$ cat src/sv/rws_pkg.sv
// ----------------------------------------------------------------------------
// Weighted reservoir selector package
// Shared widths, reset constants, register indexes and the generator step.
// ----------------------------------------------------------------------------
package rws_pkg;

   localparam int unsigned ID_W         = 16;
   localparam int unsigned WEIGHT_W     = 16;
   localparam int unsigned VAL_W        = 31;
   localparam int unsigned RNG_W        = 32;
   localparam int unsigned CSR_INDEX_W  = 1;
   localparam int unsigned CSR_DATA_W   = 32;

   localparam int unsigned ID_BITS_DEF  = 16;
   localparam int unsigned DRAW_MAX_DEF = 32'd2147483647;

   localparam logic [ID_W-1:0]  INVALID_AT_RESET = 16'hFFFF;
   localparam logic [RNG_W-1:0] SEED_AT_RESET    = 32'h92D6_8CA2;

   localparam logic ACTION_START = 1'b0;
   localparam logic ACTION_OFFER = 1'b1;

   localparam logic [CSR_INDEX_W-1:0] CSR_INVALID_ID  = 1'b0;
   localparam logic [CSR_INDEX_W-1:0] CSR_RANDOM_SEED = 1'b1;

   typedef struct packed {
      logic             load;
      logic             step;
      logic [RNG_W-1:0] value;
   } rng_cmd_type;

   function automatic logic [RNG_W-1:0] xorshift_step(input logic [RNG_W-1:0] w);
      logic [RNG_W-1:0] a;
      logic [RNG_W-1:0] b;
      a = w ^ (w << 13);
      b = a ^ (a >> 17);
      return b ^ (b << 5);
   endfunction

endpackage

$ cat src/sv/weighted_reservoir_selector.sv
// ----------------------------------------------------------------------------
// Weighted reservoir selector
// One-pick weighted sampler with a shared iterative remainder unit.
// Start items and refused or zero-weight offers go from evaluation straight to
// the finish state. A drawing offer takes two passes through the remainder
// unit: one for the draw bound, one for a roll below it; others are redrawn.
// Throughput: one item at a time; the next item is taken once the last result
// sits in the output register. Synchronous reset skips the data registers.
// ----------------------------------------------------------------------------
module weighted_reservoir_selector
   import rws_pkg::*;
#(
   parameter int unsigned ID_BITS  = ID_BITS_DEF,
   parameter int unsigned DRAW_MAX = DRAW_MAX_DEF
) (
   input  logic                   clock,
   input  logic                   reset,
   input  logic                   req_tvalid,
   output logic                   req_tready,
   input  logic [31:0]            req_tdata,  // item_id, item_weight
   input  logic                   req_tuser,  // action
   output logic                   rsp_tvalid,
   input  logic                   rsp_tready,
   output logic [47:0]            rsp_tdata,  // chosen_id, weight_total, zero fill
   output logic [1:0]             rsp_tuser,  // replaced, overflow
   input  logic                   csr_valid,
   output logic                   csr_ready,
   input  logic [CSR_INDEX_W-1:0] csr_index,
   input  logic [CSR_DATA_W-1:0]  csr_data
);

   localparam logic [ID_W-1:0] ID_MASK =
      (ID_BITS >= ID_W) ? '1 : ID_W'((64'd1 << ID_BITS) - 64'd1);
   localparam logic [VAL_W-1:0] DRAW_LIMIT = VAL_W'(DRAW_MAX);
   localparam int unsigned ROLL_BITS = $clog2(64'(DRAW_MAX) + 64'd1);
   localparam logic [VAL_W-1:0] ROLL_MASK = VAL_W'((64'd1 << ROLL_BITS) - 64'd1);

   typedef enum logic [5:0] {
      ST_IDLE   = 6'b000001,
      ST_EVAL   = 6'b000010,
      ST_BOUND  = 6'b000100,
      ST_DRAW   = 6'b001000,
      ST_REDUCE = 6'b010000,
      ST_FINISH = 6'b100000
   } state_type;

   state_type         state_ff, state_in;
   logic [ID_W-1:0]   invalid_ff, invalid_in;
   logic [RNG_W-1:0]  seed_ff, seed_in;
   logic [ID_W-1:0]   pick_ff, pick_in;
   logic [VAL_W-1:0]  total_ff, total_in;
   logic              action_ff, action_in;
   logic [ID_W-1:0]   id_ff, id_in;
   logic [WEIGHT_W-1:0] weight_ff, weight_in;
   logic [VAL_W-1:0]  new_total_ff, new_total_in;
   logic [VAL_W-1:0]  range_ff, range_in;
   logic [VAL_W-1:0]  bound_ff, bound_in;
   logic              replaced_ff, replaced_in;
   logic              overflow_ff, overflow_in;
   logic              out_valid_ff, out_valid_in;
   logic [ID_W-1:0]   out_id_ff, out_id_in;
   logic [VAL_W-1:0]  out_total_ff, out_total_in;
   logic              out_replaced_ff, out_replaced_in;
   logic              out_overflow_ff, out_overflow_in;

   logic              mod_start;
   logic [VAL_W-1:0]  mod_dividend;
   logic              mod_done;
   logic [VAL_W-1:0]  mod_rem;
   rng_cmd_type       rng_cmd;
   logic [RNG_W-1:0]  rng_word;
   logic [RNG_W-1:0]  rng_next;
   logic [VAL_W-1:0]  roll;
   logic [VAL_W:0]    sum;
   logic              req_fire;
   logic              slot_free;

   rws_mod_unit #(
      .WIDTH (VAL_W)
   ) u_mod (
      .clock     (clock),
      .reset     (reset),
      .start     (mod_start),
      .dividend  (mod_dividend),
      .divisor   (range_in),
      .done      (mod_done),
      .remainder (mod_rem)
   );

   rws_rng u_rng (
      .clock     (clock),
      .reset     (reset),
      .cmd       (rng_cmd),
      .word      (rng_word),
      .next_word (rng_next)
   );

   assign req_tready = (state_ff == ST_IDLE);
   assign req_fire   = req_tvalid && req_tready;
   assign csr_ready  = 1'b1;
   assign slot_free  = !out_valid_ff || rsp_tready;
   assign roll       = rng_next[VAL_W:1] & ROLL_MASK;
   assign sum        = {1'b0, total_ff} + (VAL_W + 1)'(weight_ff);

   always_comb begin
      invalid_in = invalid_ff;
      seed_in    = seed_ff;
      if (csr_valid && csr_ready) begin
         unique case (csr_index)
            CSR_INVALID_ID:  invalid_in = csr_data[ID_W-1:0];
            CSR_RANDOM_SEED: seed_in    = csr_data;
            default: ;
         endcase
      end
   end

   always_comb begin
      state_in        = state_ff;
      pick_in         = pick_ff;
      total_in        = total_ff;
      action_in       = action_ff;
      id_in           = id_ff;
      weight_in       = weight_ff;
      new_total_in    = new_total_ff;
      range_in        = range_ff;
      bound_in        = bound_ff;
      replaced_in     = replaced_ff;
      overflow_in     = overflow_ff;
      out_valid_in    = out_valid_ff && !rsp_tready;
      out_id_in       = out_id_ff;
      out_total_in    = out_total_ff;
      out_replaced_in = out_replaced_ff;
      out_overflow_in = out_overflow_ff;
      mod_start       = 1'b0;
      mod_dividend    = DRAW_LIMIT;
      rng_cmd         = '0;

      unique case (state_ff)
         ST_IDLE: begin
            if (req_fire) begin
               action_in = req_tuser;
               id_in     = req_tdata[ID_W-1:0] & ID_MASK;
               weight_in = req_tdata[ID_W +: WEIGHT_W];
               state_in  = ST_EVAL;
            end
         end
         ST_EVAL: begin
            replaced_in = 1'b0;
            overflow_in = 1'b0;
            state_in    = ST_FINISH;
            if (action_ff == ACTION_START) begin
               pick_in       = invalid_ff & ID_MASK;
               total_in      = '0;
               rng_cmd.load  = 1'b1;
               rng_cmd.value = (seed_ff != '0) ? seed_ff : SEED_AT_RESET;
            end else if (weight_ff != '0) begin
               if (sum >= {1'b0, DRAW_LIMIT}) begin
                  overflow_in = 1'b1;
               end else begin
                  new_total_in = sum[VAL_W-1:0];
                  range_in     = sum[VAL_W-1:0] + VAL_W'(1);
                  if (rng_word == '0) begin
                     rng_cmd.load  = 1'b1;
                     rng_cmd.value = SEED_AT_RESET;
                  end
                  state_in = ST_BOUND;
               end
            end
         end
         ST_BOUND: begin
            if (mod_done) begin
               bound_in = DRAW_LIMIT - mod_rem;
               state_in = ST_DRAW;
            end
         end
         ST_DRAW: begin
            rng_cmd.step = 1'b1;
            if (roll < bound_ff) begin
               mod_start    = 1'b1;
               mod_dividend = roll;
               state_in     = ST_REDUCE;
            end
         end
         ST_REDUCE: begin
            if (mod_done) begin
               if (mod_rem > total_ff) begin
                  pick_in     = id_ff;
                  replaced_in = 1'b1;
               end
               total_in = new_total_ff;
               state_in = ST_FINISH;
            end
         end
         ST_FINISH: begin
            if (slot_free) begin
               out_valid_in    = 1'b1;
               out_id_in       = pick_ff;
               out_total_in    = total_ff;
               out_replaced_in = replaced_ff;
               out_overflow_in = overflow_ff;
               state_in        = ST_IDLE;
            end
         end
         default: state_in = ST_IDLE;
      endcase

      if (state_ff == ST_EVAL && state_in == ST_BOUND) begin
         mod_start    = 1'b1;
         mod_dividend = DRAW_LIMIT;
      end
   end

   always_ff @(posedge clock) begin
      if (reset) begin
         state_ff     <= ST_IDLE;
         invalid_ff   <= INVALID_AT_RESET;
         seed_ff      <= SEED_AT_RESET;
         pick_ff      <= INVALID_AT_RESET & ID_MASK;
         total_ff     <= '0;
         out_valid_ff <= 1'b0;
      end else begin
         state_ff     <= state_in;
         invalid_ff   <= invalid_in;
         seed_ff      <= seed_in;
         pick_ff      <= pick_in;
         total_ff     <= total_in;
         out_valid_ff <= out_valid_in;
      end
      action_ff       <= action_in;
      id_ff           <= id_in;
      weight_ff       <= weight_in;
      new_total_ff    <= new_total_in;
      range_ff        <= range_in;
      bound_ff        <= bound_in;
      replaced_ff     <= replaced_in;
      overflow_ff     <= overflow_in;
      out_id_ff       <= out_id_in;
      out_total_ff    <= out_total_in;
      out_replaced_ff <= out_replaced_in;
      out_overflow_ff <= out_overflow_in;
   end

   assign rsp_tvalid = out_valid_ff;
   assign rsp_tdata  = {1'b0, out_total_ff, out_id_ff};
   assign rsp_tuser  = {out_overflow_ff, out_replaced_ff};

endmodule

$ cat src/sv/rws_mod_unit.sv
// ----------------------------------------------------------------------------
// Iterative remainder unit
// Restoring division, one quotient bit per cycle, giving dividend mod divisor.
// ----------------------------------------------------------------------------
module rws_mod_unit
   import rws_pkg::*;
#(
   parameter int unsigned WIDTH = VAL_W
) (
   input  logic             clock,
   input  logic             reset,
   input  logic             start,
   input  logic [WIDTH-1:0] dividend,
   input  logic [WIDTH-1:0] divisor,
   output logic             done,
   output logic [WIDTH-1:0] remainder
);

   localparam int unsigned CNT_W = $clog2(WIDTH + 1);

   logic             busy_ff, busy_in;
   logic             done_ff, done_in;
   logic [CNT_W-1:0] cnt_ff, cnt_in;
   logic [WIDTH-1:0] rem_ff, rem_in;
   logic [WIDTH-1:0] dvd_ff, dvd_in;
   logic [WIDTH-1:0] dvs_ff, dvs_in;
   logic [WIDTH:0]   trial;

   assign trial = {rem_ff, dvd_ff[WIDTH-1]};

   always_comb begin
      busy_in = busy_ff;
      done_in = 1'b0;
      cnt_in  = cnt_ff;
      rem_in  = rem_ff;
      dvd_in  = dvd_ff;
      dvs_in  = dvs_ff;
      if (start) begin
         busy_in = 1'b1;
         cnt_in  = CNT_W'(WIDTH - 1);
         rem_in  = '0;
         dvd_in  = dividend;
         dvs_in  = divisor;
      end else if (busy_ff) begin
         if (trial >= {1'b0, dvs_ff}) begin
            rem_in = WIDTH'(trial - {1'b0, dvs_ff});
         end else begin
            rem_in = trial[WIDTH-1:0];
         end
         dvd_in = dvd_ff << 1;
         cnt_in = cnt_ff - CNT_W'(1);
         if (cnt_ff == '0) begin
            busy_in = 1'b0;
            done_in = 1'b1;
         end
      end
   end

   always_ff @(posedge clock) begin
      if (reset) begin
         busy_ff <= 1'b0;
         done_ff <= 1'b0;
      end else begin
         busy_ff <= busy_in;
         done_ff <= done_in;
      end
      cnt_ff <= cnt_in;
      rem_ff <= rem_in;
      dvd_ff <= dvd_in;
      dvs_ff <= dvs_in;
   end

   assign done      = done_ff;
   assign remainder = rem_ff;

endmodule

$ cat src/sv/rws_rng.sv
// ----------------------------------------------------------------------------
// Xorshift generator
// Holds the 32-bit generator word; loads a seed or steps on command.
// ----------------------------------------------------------------------------
module rws_rng
   import rws_pkg::*;
(
   input  logic             clock,
   input  logic             reset,
   input  rng_cmd_type      cmd,
   output logic [RNG_W-1:0] word,
   output logic [RNG_W-1:0] next_word
);

   logic [RNG_W-1:0] word_ff, word_in;

   assign next_word = xorshift_step(word_ff);

   always_comb begin
      word_in = word_ff;
      if (cmd.load) begin
         word_in = cmd.value;
      end else if (cmd.step) begin
         word_in = next_word;
      end
   end

   always_ff @(posedge clock) begin
      if (reset) begin
         word_ff <= SEED_AT_RESET;
      end else begin
         word_ff <= word_in;
      end
   end

   assign word = word_ff;

endmodule
$ cat config.mk
export PLATFORM = sky130hd
export DESIGN_NAME = weighted_reservoir_selector
export DESIGN_NICKNAME = d
export VERILOG_FILES = /design/src/sv/rws_pkg.sv /design/src/sv/weighted_reservoir_selector.sv /design/src/sv/rws_mod_unit.sv /design/src/sv/rws_rng.sv
export SDC_FILE = /design/constraint.sdc
export NUM_CORES = 1
export LEC_CHECK = 0
export BUFFER_PORTS_ARGS = -buffer_cell sky130_fd_sc_hd__buf_2
export CORE_ASPECT_RATIO = 1.25
export CORE_MARGIN = 4
export CORE_UTILIZATION = 45
export CTS_CLUSTER_DIAMETER = 60
export DETAILED_ROUTE_END_ITERATION = 16
export SYNTH_ARGS = -nofsm -noshare
export SYNTH_HDL_FRONTEND = slang
export SYNTH_SLANG_ARGS = --single-unit
$ cat constraint.sdc
create_clock -name clock -period 4.7 [get_ports clock]
set_input_delay 0.705 -clock clock [delete_from_list [all_inputs] [get_ports clock]]
set_output_delay 0.705 -clock clock [all_outputs]
set_load 0.005 [all_outputs]
==> results of run 1 <==
-- power by group --
| group | internal (mW) | switching [mW] |
|---|---|---|
| Combinational | 1.12 | 1.53 |
| Sequential | 4.11 | 0.297 |
| Clock | 2.29 | 1.53 |
| Total | 7.52 | 3.35 |
-- critical path, cell delays in order (launching register included) --
cell and delay, ns:
dfxtp_1 0.33, xnor2_1 0.48, xnor2_1 0.32, xnor2_1 0.41
ha_1 0.31, and4_1 0.21, and3_1 0.18, o211ai_1 0.08
nand3_1 0.13, a221oi_1 0.26, o31ai_1 0.12, a221oi_1 0.37
and2_2 0.29, buf_12 0.25, mux2i_1 0.24, nand2_1 0.08
-- metal layers --
layer	up-vias	part of all wire	wire length [µm]
li1	7815	-	-
met1	7822	0.41	23500
met2	327	0.51	29200
met3	108	0.039	2210
met4	0	0.036	2080
met5	-	0	0
-- stage by stage --
step,cell area [µm²],cells
5_1_grt,24400,2895
3_3_place_gp,22700,2809
2_1_floorplan,21300,2112
4_1_cts,24400,2895
6_report,24400,2895
3_5_place_dp,22700,2809
-- what timing repair did --
action / 4_1_cts / 5_1_grt
gates resized for setup: 0 / 1
setup endpoints to repair: 0 / 7
buffers inserted: 0 / 0
-- placed cells by master (no fill, tap or decap), types with 22 or more instances in the layout --
cell type / instances
nand4_1: 33
xnor2_1: 99
a21oi_1: 135
nor3_1: 23
buf_2: 121
inv_1: 150
mux2i_1: 48
ha_1: 110
nand3_1: 97
a21o_1: 59
buf_4: 51
a31oi_1: 22
edfxtp_1: 208
clkbuf_16: 50
xor2_1: 40
o211ai_1: 27
o2111ai_1: 25
o21ai_0: 40
nor4_1: 22
nor2_1: 108
nand2_1: 240
dfxtp_1: 202
a211oi_2: 24
-- Yosys cell counts (7+ instances only) --
cell type  instances
nand2_1          240
edfxtp_1         208
dfxtp_1          203
inv_1            151
a21oi_1          136
ha_1             110
nor2_1           108
xnor2_1          100
nand3_1           97
clkbuf_1          79
a21o_1            59
mux2i_1           48
o21ai_0           40
xor2_1            40
nand4_1           33
o211ai_1          27
nor3_1            25
o2111ai_1         25
a211oi_2          24
nor4_1            23
a31oi_1           22
mux2_2            20
o21a_1            20
o31ai_1           20
a2bb2oi_1         19
nand2b_1          18
and2_1            15
and3_1            13
buf_4             12
nor2b_1           12
buf_2             11
mux2_1            10
a211oi_1           9
o21ai_1            9
or2_2              8
and4_1             7
o21bai_1           7
or3_1              7
-- logic make-up (layout without fill, tap and decap cells) --
logic type               count (synthesis)  in the layout  share of synthesized area
buffers and inverters                  266            419                     0.0515
flip-flops                             411            411                      0.485
XOR/XNOR                               141            141                     0.0587
multiplexers                            78             78                     0.0385
adder cells (fa/ha/maj)                112            112                     0.0666
AND/OR/NAND/NOR                        640            640                      0.146
AO/OA/AOI/OAI                          462            462                      0.154
other                                    2              2                   0.000353
-- how the worst max path moves through the flow --
stage / from / to / slack, ns / depth (start not counted)
after floorplan: total_ff[0]$_SDFFE_PP0P_ / new_total_ff[0]$_DFFE_PP_ / 0.38 / 16
after global placement: u_rng.word[8]$_SDFFE_PP0P_ / u_mod.dvs_ff[30]$_DFFE_PP_ / 0.28 / 15
after detailed placement: u_rng.word[8]$_SDFFE_PP0P_ / u_mod.dvd_ff[25]$_DFFE_PP_ / 0.31 / 15
after CTS: u_rng.word[8]$_SDFFE_PP0P_ / u_mod.dvd_ff[25]$_DFFE_PP_ / 0.24 / 15
after global routing: u_rng.word[20]$_SDFFE_PP1P_ / u_mod.dvd_ff[25]$_DFFE_PP_ / 0.02 / 15
final: u_rng.word[20]$_SDFFE_PP1P_ / u_mod.dvd_ff[25]$_DFFE_PP_ / 0.31 / 15
-- layout make-up --
cell class,instances,share of cell area
Clock inverter,23,0.0116
Tap cell,630,0.0323
Sequential cell,411,0.423
Clock buffer,63,0.0550
Timing Repair Buffer,180,0.0471
Inverter,153,0.0236
Multi-Input combinational cell,1435,0.407
-- flip-flops by register name, indices dropped and copies added (netlist names), 31 cells and up --
register         cells
bound_ff            31
u_mod.remainder     31
out_total_ff        31
u_rng.word          32
u_mod.dvs_ff        31
range_ff            31
total_ff            31
seed_ff             32
u_mod.dvd_ff        31
new_total_ff        31
==> results.md, run 1 <==
- Status: complete, no violations
- TritonCTS buffer count: 46
- IO Pins: ~120
- Remaining DRCs: 0
- Share of cells above drive strength 1: 0.151
- Ys Warns: 0
- Vias: 16100
- Die height: 251 µm
- Worst Tran Pin Value: 1.09 ns
- Largest cells by area after synthesis: edfxtp_1 29%, dfxtp_1 19%, ha_1 6.5%
- Syn Inst Count: 2112
- Ys flop type: edfxtp_1
- Avg Cell Area, Syn: 10.1 µm²
- Final Hold Viols: 0
- Vias per Instance: 5.55
- Reg-to-Reg Start: u_rng.word[20]$_SDFFE_PP1P_
- Post-synthesis sequential area ratio: 0.485
- R2R cell count: 15
- Clk buf depth: 3
- Crit path max fanout: 32
- Hold-critical path depth: 1
- HPWL Detailed: 42300 µm
- Largest net degree at the start of global routing: a little over 60
- Clk slew on worst S/H paths: 0.06 ns
- Period Utilization, post-route: 0.933
- FF+latch area: 10300 µm²
- Final TNS setup: 0 ns
- Met2 usage: 0.401
- Critical Path End Type: register
- ANT cells: 0
- CTS Hold Bufs: 0
- Mapped cell area: about 21000 µm²
- R2r setup slk: 0.31 ns
- LEAKAGE: 9.58 nW
- Worst Skew: just under 0.04 ns
- Ys async rst share: 0
- Grt ovf: 0
- Yosys reg bits: 411
- CTS tree: done
- GR Layer Usage met1: 0.264
- Distinct cells, synth: between 90 and 100
- Grt peak-use layer: met2
- Final Max Slew Viols: 0
- First-pass GRT wire length: 90100 µm
- RSZ-0062 raised after global routing: false
- RR Endpoint: u_mod.dvd_ff[25]$_DFFE_PP_
- Max Cap Viol: 0
- Final worst slack: 0.314 ns
- Vias in the first global route: 16200
- Worst hold path class: in -> reg
- Post-synth EDFFs: 208
- Area of the multi-input gates: 9930 µm²
- PwrDens: 446 nW/µm²
- Die area: 50800 µm²
- RePlAce Congestion: 0.966
- Final min period: 4.39 ns
- Hold slack: 0.282 ns
- Starting Density: 0.458
- Worst Setup Path Type: reg -> reg
- Clock Sinks: 411
- Met3 Usage GRT: 0.0335
- PortBufs: 121
- Initial antenna violation count: 0
- Max Fclk: roughly 0.23 GHz
- Hold Crit Start: req_tdata[10]
- Pwr Total: ~11 mW
- Core box area: about 46000 µm²
- Area delta synth->final: 14.6%
- Iter 0 DRT Violations: 922
- Worst Path Arrival: 4.69 ns
- Yosys top cell by area: edfxtp_1
- Worst path required time: roughly 5.0 ns
- Final ANT Viol Nets: 0
- Final nets: 2410
- Total track usage: 0.221
- Setup crit start kind: register
- Routed Wire Length: 57000 µm
- Wire per inst: 19.7 µm
- Pre-CTS setup slack: between 0.3 and 0.4 ns
- Max transition margin: 0.269
- FP Rows: 88
- CTS H-tree lvls: 2
- Worst vdd ir: between 0.2 and 0.3 mV
- Worst Hold Path EP: id_ff[10]$_DFFE_PP_
- Final setup viols: 0
- Syn_nets: 2295
- First drt pass iteration count: 5
- Die X: 202 µm
- Clk_lat worst skew: 0.60 ns
- Number of fill cells: 4306
- Synth top area share: 0.294
- Clock root buffer: clkbuf_16
- Util after Layout: 0.525
Note: power is estimated with default switching activity, not from simulation.
==> run 2, diff against run 1 <==
--- a/config.mk
+++ b/config.mk
@@ -12,4 +12,6 @@
 export CTS_CLUSTER_DIAMETER = 60
 export DETAILED_ROUTE_END_ITERATION = 16
+export GPL_ROUTABILITY_DRIVEN = 0
+export SKIP_CTS_REPAIR_TIMING = 1
 export SYNTH_ARGS = -nofsm -noshare
 export SYNTH_HDL_FRONTEND = slang
==> constraint.sdc (replaced) <==
create_clock -name clock -period 4.7 [get_ports clock]
set_input_delay 0.94 -clock clock [delete_from_list [all_inputs] [get_ports clock]]
set_output_delay 0.94 -clock clock [all_outputs]
set_load 0.005 [all_outputs]
==> results.md, run 2 (synthesized netlist as in run 1, its figures left out) <==
- Max Cap Viol: 0 (unchanged)
- Setup crit start kind: register (unchanged)
- Vias: 16000 (was 16100)
- First drt pass iteration count: 5 (unchanged)
- Area of the multi-input gates: 9950 µm² (was 9930 µm²)
- Most frequent cells in the layout: 240 x nand2_1, 208 x edfxtp_1, 202 x dfxtp_1, 150 x inv_1, 135 x a21oi_1 (unchanged)
- Core box area: 46500 µm² (unchanged)
- Iter 0 DRT Violations: 1113 (was 922)
- Crit path max fanout: 33 (was 32)
- PwrDens: 442 nW/µm² (was 446 nW/µm²)
- ANT cells: 0 (unchanged)
- Clock Sinks: 411 (unchanged)
- Worst Tran Pin Value: 1.19 ns (was 1.09 ns)
- Final ANT Viol Nets: 0 (unchanged)
- TritonCTS buffer count: 45 (was 46)
- Family with the most delay on the worst path: compound AO/OA/AOI/OAI gates (was XOR/XNOR gates)
- Number of fill cells: 4315 (was 4306)
- Max Fclk: 0.222 GHz (was 0.228 GHz)
- Starting Density: 0.458 (unchanged)
- Clock root buffer: clkbuf_16 (unchanged)
- CTS tree: done (unchanged)
- Highest routed layer: met4 (unchanged)
- HPWL Detailed: 40300 µm (was 42300 µm)
- Clk buf depth: 3 (unchanged)
- Critical Path End Type: register (unchanged)
- LEAKAGE: 9.49 nW (was 9.58 nW)
- Period Utilization, post-route: 0.959 (was 0.933)
- Status: complete, no violations (unchanged)
- Remaining DRCs: 0 (unchanged)
- FF+latch area: 10300 µm² (unchanged)
- CTS H-tree lvls: 2 (unchanged)
- Die height: 251 µm (unchanged)
- Final min period: 4.51 ns (was 4.39 ns)
- Grt ovf: 0 (unchanged)
- Routed Wire Length: 54600 µm (was 57000 µm)
- Wire per inst: 19.0 µm (was 19.7 µm)
- Final Hold Viols: 0 (unchanged)
- Vias in the first global route: 16200 (about the same)
- PortBufs: 121 (unchanged)
- Worst Path Arrival: 4.80 ns (was 4.69 ns)
- Final Max Slew Viols: 0 (unchanged)
- Cell area after layout: 24200 µm² (was 24400 µm²)
- Clk slew on worst S/H paths: 0.06 ns (about the same)
- Initial antenna violation count: 0 (unchanged)
- Final setup viols: 0 (unchanged)
- Util after Layout: 0.521 (was 0.525)
- Worst path required time: 4.99 ns (was 5.00 ns)
- Die area: 50800 µm² (unchanged)
- Met2 Routed Length: 27300 µm (was 29200 µm)
- Largest net degree at the start of global routing: 77 (was 62)
- Slowest CP cell: dfxtp_1 (was xnor2_1)
- FP Rows: 88 (unchanged)
- Share of cells above drive strength 1: 0.146 (was 0.151)
- DR WL met3: 2330 µm (was 2210 µm)
- Cell Chain, Critical Path: xnor2_2 > xor2_1 > buf_4 > xnor2_1 > ha_1 > and4_1 > and3_1 > o211ai_1 > nand3_1 > a221oi_1 > o31ai_1 > a221oi_2 > and2_2 > buf_12 > mux2i_1 > nand2_1 (was xnor2_1 > xnor2_1 > xnor2_1 > ha_1 > and4_1 > and3_1 > o211ai_1 > nand3_1 > a221oi_1 > o31ai_1 > a221oi_1 > and2_2 > buf_12 > mux2i_1 > nand2_1)
- IO Pins: 124 (unchanged)
- Area after DPL: 22600 µm² (was 22700 µm²)
- Final nets: 2392 (was 2410)
- Worst Skew: 0.0384 ns (was 0.0392 ns)
- Max transition margin: 0.205 (was 0.269)
- CP Buf/Inv Count: 2 (was 1)
- Vias per Instance: 5.56 (was 5.55)
- Commonest non-fill, non-tap cell in the layout: nand2_1 (unchanged)
- Max stage delay on crit path: 0.51 ns (was 0.48 ns)
- First-pass GRT wire length: 87800 µm (was 90100 µm)
- Clk_lat worst skew: 0.58 ns (was 0.60 ns)
- Worst hold path class: reg -> reg (was in -> reg)
- Area delta synth->final: 13.8% (was 14.6%)
- Die X: 202 µm (unchanged)
- Worst vdd ir: 0.268 mV (was 0.290 mV)
- Total track usage: 0.213 (was 0.221)
- Worst Setup Path Type: reg -> reg (unchanged)
- Met1 Wirelength: 22900 µm (was 23500 µm)
## run 2: changes by cell type in the layout (fill, tap and decap cells not counted), sizes merged
cell / change
clkinv: +1
bufinv: -2
buf: -17
inv: +2
clkbuf: -3
## run 2: area by class of cell
class / instances / area share
inverters: 153 / 0.0237
clock inverters: 24 / 0.0107
multi-input cells: 1435 / 0.411
well taps: 630 / 0.0326
repair buffers: 163 / 0.0417
flip-flops and latches: 411 / 0.426
clock buffers: 60 / 0.0540
## run 2: path summary, 6_finish.rpt
kind                                    start                    endpoint  slack, ns  cells after the start
hold reg to reg     overflow_ff$_SDFFCE_PN0P_   out_overflow_ff$_DFFE_PP_       0.43                      0
setup / recovery  u_rng.word[10]$_SDFFE_PP1P_  u_mod.dvd_ff[29]$_DFFE_PP_       0.19                     16
setup reg to reg  u_rng.word[10]$_SDFFE_PP1P_  u_mod.dvd_ff[29]$_DFFE_PP_       0.19                     16
hold / removal      overflow_ff$_SDFFCE_PN0P_   out_overflow_ff$_DFFE_PP_       0.43                      0
## run 2: power by group
part / switching, mW / internal (mW)
registers: 0.300 / 4.11
logic: 1.51 / 1.11
clock network: 1.52 / 2.15
total: 3.33 / 7.37
## run 2: per-layer routing
| metal | GRT usage | vias up |
|---|---|---|
| li1 | - | 7795 |
| met3 | 0.0303 | 108 |
| met1 | 0.268 | 7686 |
| met5 | 0 | - |
| met2 | 0.373 | 407 |
| met4 | 0.0778 | 0 |
## run 2: through the flow
step	instances	setup slack (ns)	setup TNS [ns]	power [mW]	hold slack [ns]
6_report	2876	0.193	0	10.7	0.428
3_3_place_gp	2792	-0.0452	-0.309	7.00	0.421
3_5_place_dp	2792	-0.0524	-0.470	7.09	0.423
2_1_floorplan	2112	0.377	0	6.39	0.400
5_1_grt	2876	-0.00795	-0.0123	11.3	0.444
4_1_cts	2876	-0.116	-3.34	10.8	0.437
